[config.mk]
export PLATFORM = sky130hd
export DESIGN_NAME = aeg_div_cell
export DESIGN_NICKNAME = d
export VERILOG_FILES = /design/src/rtl/aeg_div_cell.sv
export SDC_FILE = /design/constraint.sdc
export NUM_CORES = 1
export LEC_CHECK = 0
export ABC_AREA = 1
export BUFFER_PORTS_ARGS = -buffer_cell sky130_fd_sc_hd__buf_4
export CAP_MARGIN = 40
export CORE_ASPECT_RATIO = 0.8
export CORE_MARGIN = 1
export CORE_UTILIZATION = 35
export DETAILED_ROUTE_END_ITERATION = 12
export GPL_ROUTABILITY_DRIVEN = 0
export SLEW_MARGIN = 30
export SYNTH_ARGS = -nofsm -noshare
export SYNTH_HDL_FRONTEND = slang
export SYNTH_SLANG_ARGS = --single-unit
[constraint.sdc]
create_clock -name i_clk -period 3.4 [get_ports i_clk]
set_input_delay 0.51 -clock i_clk [delete_from_list [all_inputs] [get_ports i_clk]]
set_output_delay 0.51 -clock i_clk [all_outputs]
set_load 0.01 [all_outputs]
[src/rtl/aeg_div_cell.sv]
// One cell of the pipelined restoring divider: resolves one quotient bit.
// Depends on nothing outside this file.
`default_nettype none

module aeg_div_cell #(
    parameter int K  = 0,
    parameter int NW = 48,
    parameter int DW = 31,
    parameter int QW = 17
) (
    input  wire           i_clk,
    input  wire           i_rst_n,
    input  wire           i_valid,
    output logic          o_ready,
    input  wire  [NW-1:0] i_rem,
    input  wire  [DW-1:0] i_div,
    input  wire  [QW-1:0] i_quo,
    output logic          o_valid,
    input  wire           i_ready,
    output logic [NW-1:0] o_rem,
    output logic [DW-1:0] o_div,
    output logic [QW-1:0] o_quo
);

    logic          r_valid;
    logic [NW-1:0] r_rem;
    logic [DW-1:0] r_div;
    logic [QW-1:0] r_quo;
    logic [NW-1:0] n_rem;
    logic [QW-1:0] n_quo;
    logic [NW-1:0] shifted;
    logic          fits;

    // The cell takes a beat when empty or when its own beat moves on.
    assign o_ready = !r_valid || i_ready;

    // Trial subtraction of the divisor aligned to this quotient bit.
    always_comb begin
        shifted = NW'(i_div) << K;
        fits    = (i_rem >= shifted);
        n_rem   = fits ? (i_rem - shifted) : i_rem;
        n_quo   = i_quo | (QW'(fits) << K);
    end

    always_ff @(posedge i_clk) begin
        if (!i_rst_n) begin
            r_valid <= 1'b0;
        end else if (o_ready) begin
            r_valid <= i_valid;
        end
    end

    always_ff @(posedge i_clk) begin
        if (o_ready) begin
            r_rem <= n_rem;
            r_div <= i_div;
            r_quo <= n_quo;
        end
    end

    assign o_valid = r_valid;
    assign o_rem   = r_rem;
    assign o_div   = r_div;
    assign o_quo   = r_quo;

endmodule

`default_nettype wire

==> run metrics <==
Num CTS Buffers 9; syn nets 1118; TritonRoute pass-1 iters 6; sequential area share after synthesis 41.7%; Worst IR Drop VDD 0.198 mV; clock sink count 97; Fillers 2009; Core Region 0.0193 mm^2; area delta synth->final 29.8%; f_max 0.409 GHz; Initial Util 36.2%; status finished clean; Core Rows 45; nets@finish 1322; most frequent cells in the layout nand2_1 (382), inv_1 (206), buf_4 (201), edfxtp_1 (96), nor2_1 (71); Leakage 4.71 nW; CTS tree done; Clock transition at path regs 0.07 ns; Unique masters post-synth 30; crit start category input port; wire per inst 14.4 um; hpwl dp 17.0 mm; Max Clock Skew 0.00727 ns; Worst slew margin 59.3%; Die Footprint 0.0205 mm^2; total wire length 21.0 mm; commonest non-fill, non-tap cell in the layout nand2_1; Worst EP arrival 2.54 ns; setup TNS 0 ns; Final ANT Viol Nets 0; share of layout cells above drive strength 1 20.3%; count of state elements after synthesis 97; CTS Hold Buffers Added 0; initial antenna violation count 0; # setup viols final 0; Hold Crit Class in -> reg; Post CTS Setup Buffer Count 0; IO Port Bufs 197; diode count 0; PD cells 389 mW/mm^2; first-pass GRT wire length 33.1 mm; Slew Limit Fails 0; Max-Cap Viols 0; vias 6797; clk_lat worst skew 0.36 ns; largest net degree at the start of global routing 61; post-layout min period 2.45 ns; CP endpoint kind flip-flop; Yosys warnings 0; Die W 160 um; CP required 3.49 ns; syn avg cell area 7.07 um^2; vias in the first global route 6271; fin crit share 72.0%; Tightest Pin Transition 0.610 ns; CTS Buffer Depth 2; Vias/cell 4.68; RSZ-0062 raised after global routing no; chip height 128 um; CTS root buf clkbuf_16; synthesized cell area 0.00697 mm^2; synthesized instance count 986; gr usage total 20.9%; DRT iter0 DRCs 658; Worst Path Max Fanout 60; H-tree levels 3; CP Class in -> reg; GRT overflow 0; final hold violations 0; DRC 0; Final Power 0.00352 W; post-CTS resize count 0; IO Pins 198
==> final cells by class <==
cell class                      count  area [um^2]  share of cell area (%)
Inverter                          212          798                    8.82
Tap cell                          258          323                    3.57
Multi-Input combinational cell    669         3210                    35.5
Timing Repair Buffer              201         1510                    16.7
Clock inverter                      6         61.3                   0.678
Clock buffer                       10          239                    2.64
Sequential cell                    97         2900                    32.1
==> logic make-up (layout without fill, tap and decap cells) <==
logic type | count (synthesis) | after routing | share of synthesized area, %
simple gates | 564 | 564 | 33.8
buf+inv | 220 | 429 | 12.3
flops | 97 | 97 | 41.7
compound gates | 56 | 56 | 4.17
fa+ha+maj | 32 | 32 | 5.85
xor+xnor | 17 | 17 | 2.14
==> critical path, cell delays in order <==
cell and delay [ns]:
buf_4 0.08, inv_1 0.03, ha_1 0.22, fa_1 0.41, inv_1 0.11, nand3_1 0.09, nand3_2 0.12, nand2_1 0.08
nand2_2 0.08, nand2_2 0.05, nand2_2 0.10, nand2_2 0.09, nand3_2 0.10, inv_4 0.18, nand2_1 0.13, o21ai_1 0.07
==> sequential cells by signal, summed over array words and instances, names as in the netlist <==
name	flops
o_div	31
o_quo	17
o_rem	48
o_valid	1
==> worst paths after layout <==
check | slack (ns) | start | end | cells past startpoint
hold reg to reg | 0.98 | o_valid | o_valid | 2
hold / removal | 0.32 | i_quo[5] | o_quo[5] | 1
setup / recovery | 0.95 | i_rem[0] | o_rem[16] | 16
setup reg to reg | 1.79 | o_valid | o_rem[1] | 2
==> Yosys cell counts (all sizes together) <==
master | count | area share, %
inv | 212 | 11
a21boi | 1 | 0.11
edfxtp | 96 | 41
nor3 | 13 | 1.1
xor2 | 3 | 0.38
fa | 1 | 0.29
nand3b | 12 | 1.3
nand4 | 18 | 1.6
dfxtp | 1 | 0.29
buf | 8 | 0.92
and2 | 2 | 0.18
o21ai | 26 | 1.9
ha | 31 | 5.6
nand2 | 389 | 21
or2 | 1 | 0.090
nand3 | 51 | 3.9
xnor2 | 14 | 1.8
a21oi | 29 | 2.2
nor2 | 78 | 4.5
==> report_power, final <==
group	internal, W	switching (W)
sequential	0.00147	0.0000403
combinational	0.000421	0.000559
clock	0.000533	0.000489
total	0.00243	0.00109
==> metal layers <==
layer | vias up | part of all wire (%) | global-route usage, %
met1 | 3016 | 51 | 32.1
met5 | - | 0 | 0
met2 | 296 | 39 | 29.2
li1 | 3469 | - | -
met3 | 16 | 9.2 | 4.46
met4 | 0 | 1.3 | 5.54
==> through the flow <==
stage	util [%]	hold WS [ns]	setup WS, ns	area, um^2	std cells
after CTS	47.0	0.311	0.958	9050	1453
final	47.0	0.322	0.952	9050	1453
after detailed placement	45.4	0.689	0.572	8750	1437
after global placement	45.4	0.688	0.411	8740	1437
after floorplan	-	0.609	0.249	6970	986
after global routing	47.0	0.310	0.738	9050	1453
Note: power is estimated with default switching activity, not from simulation.
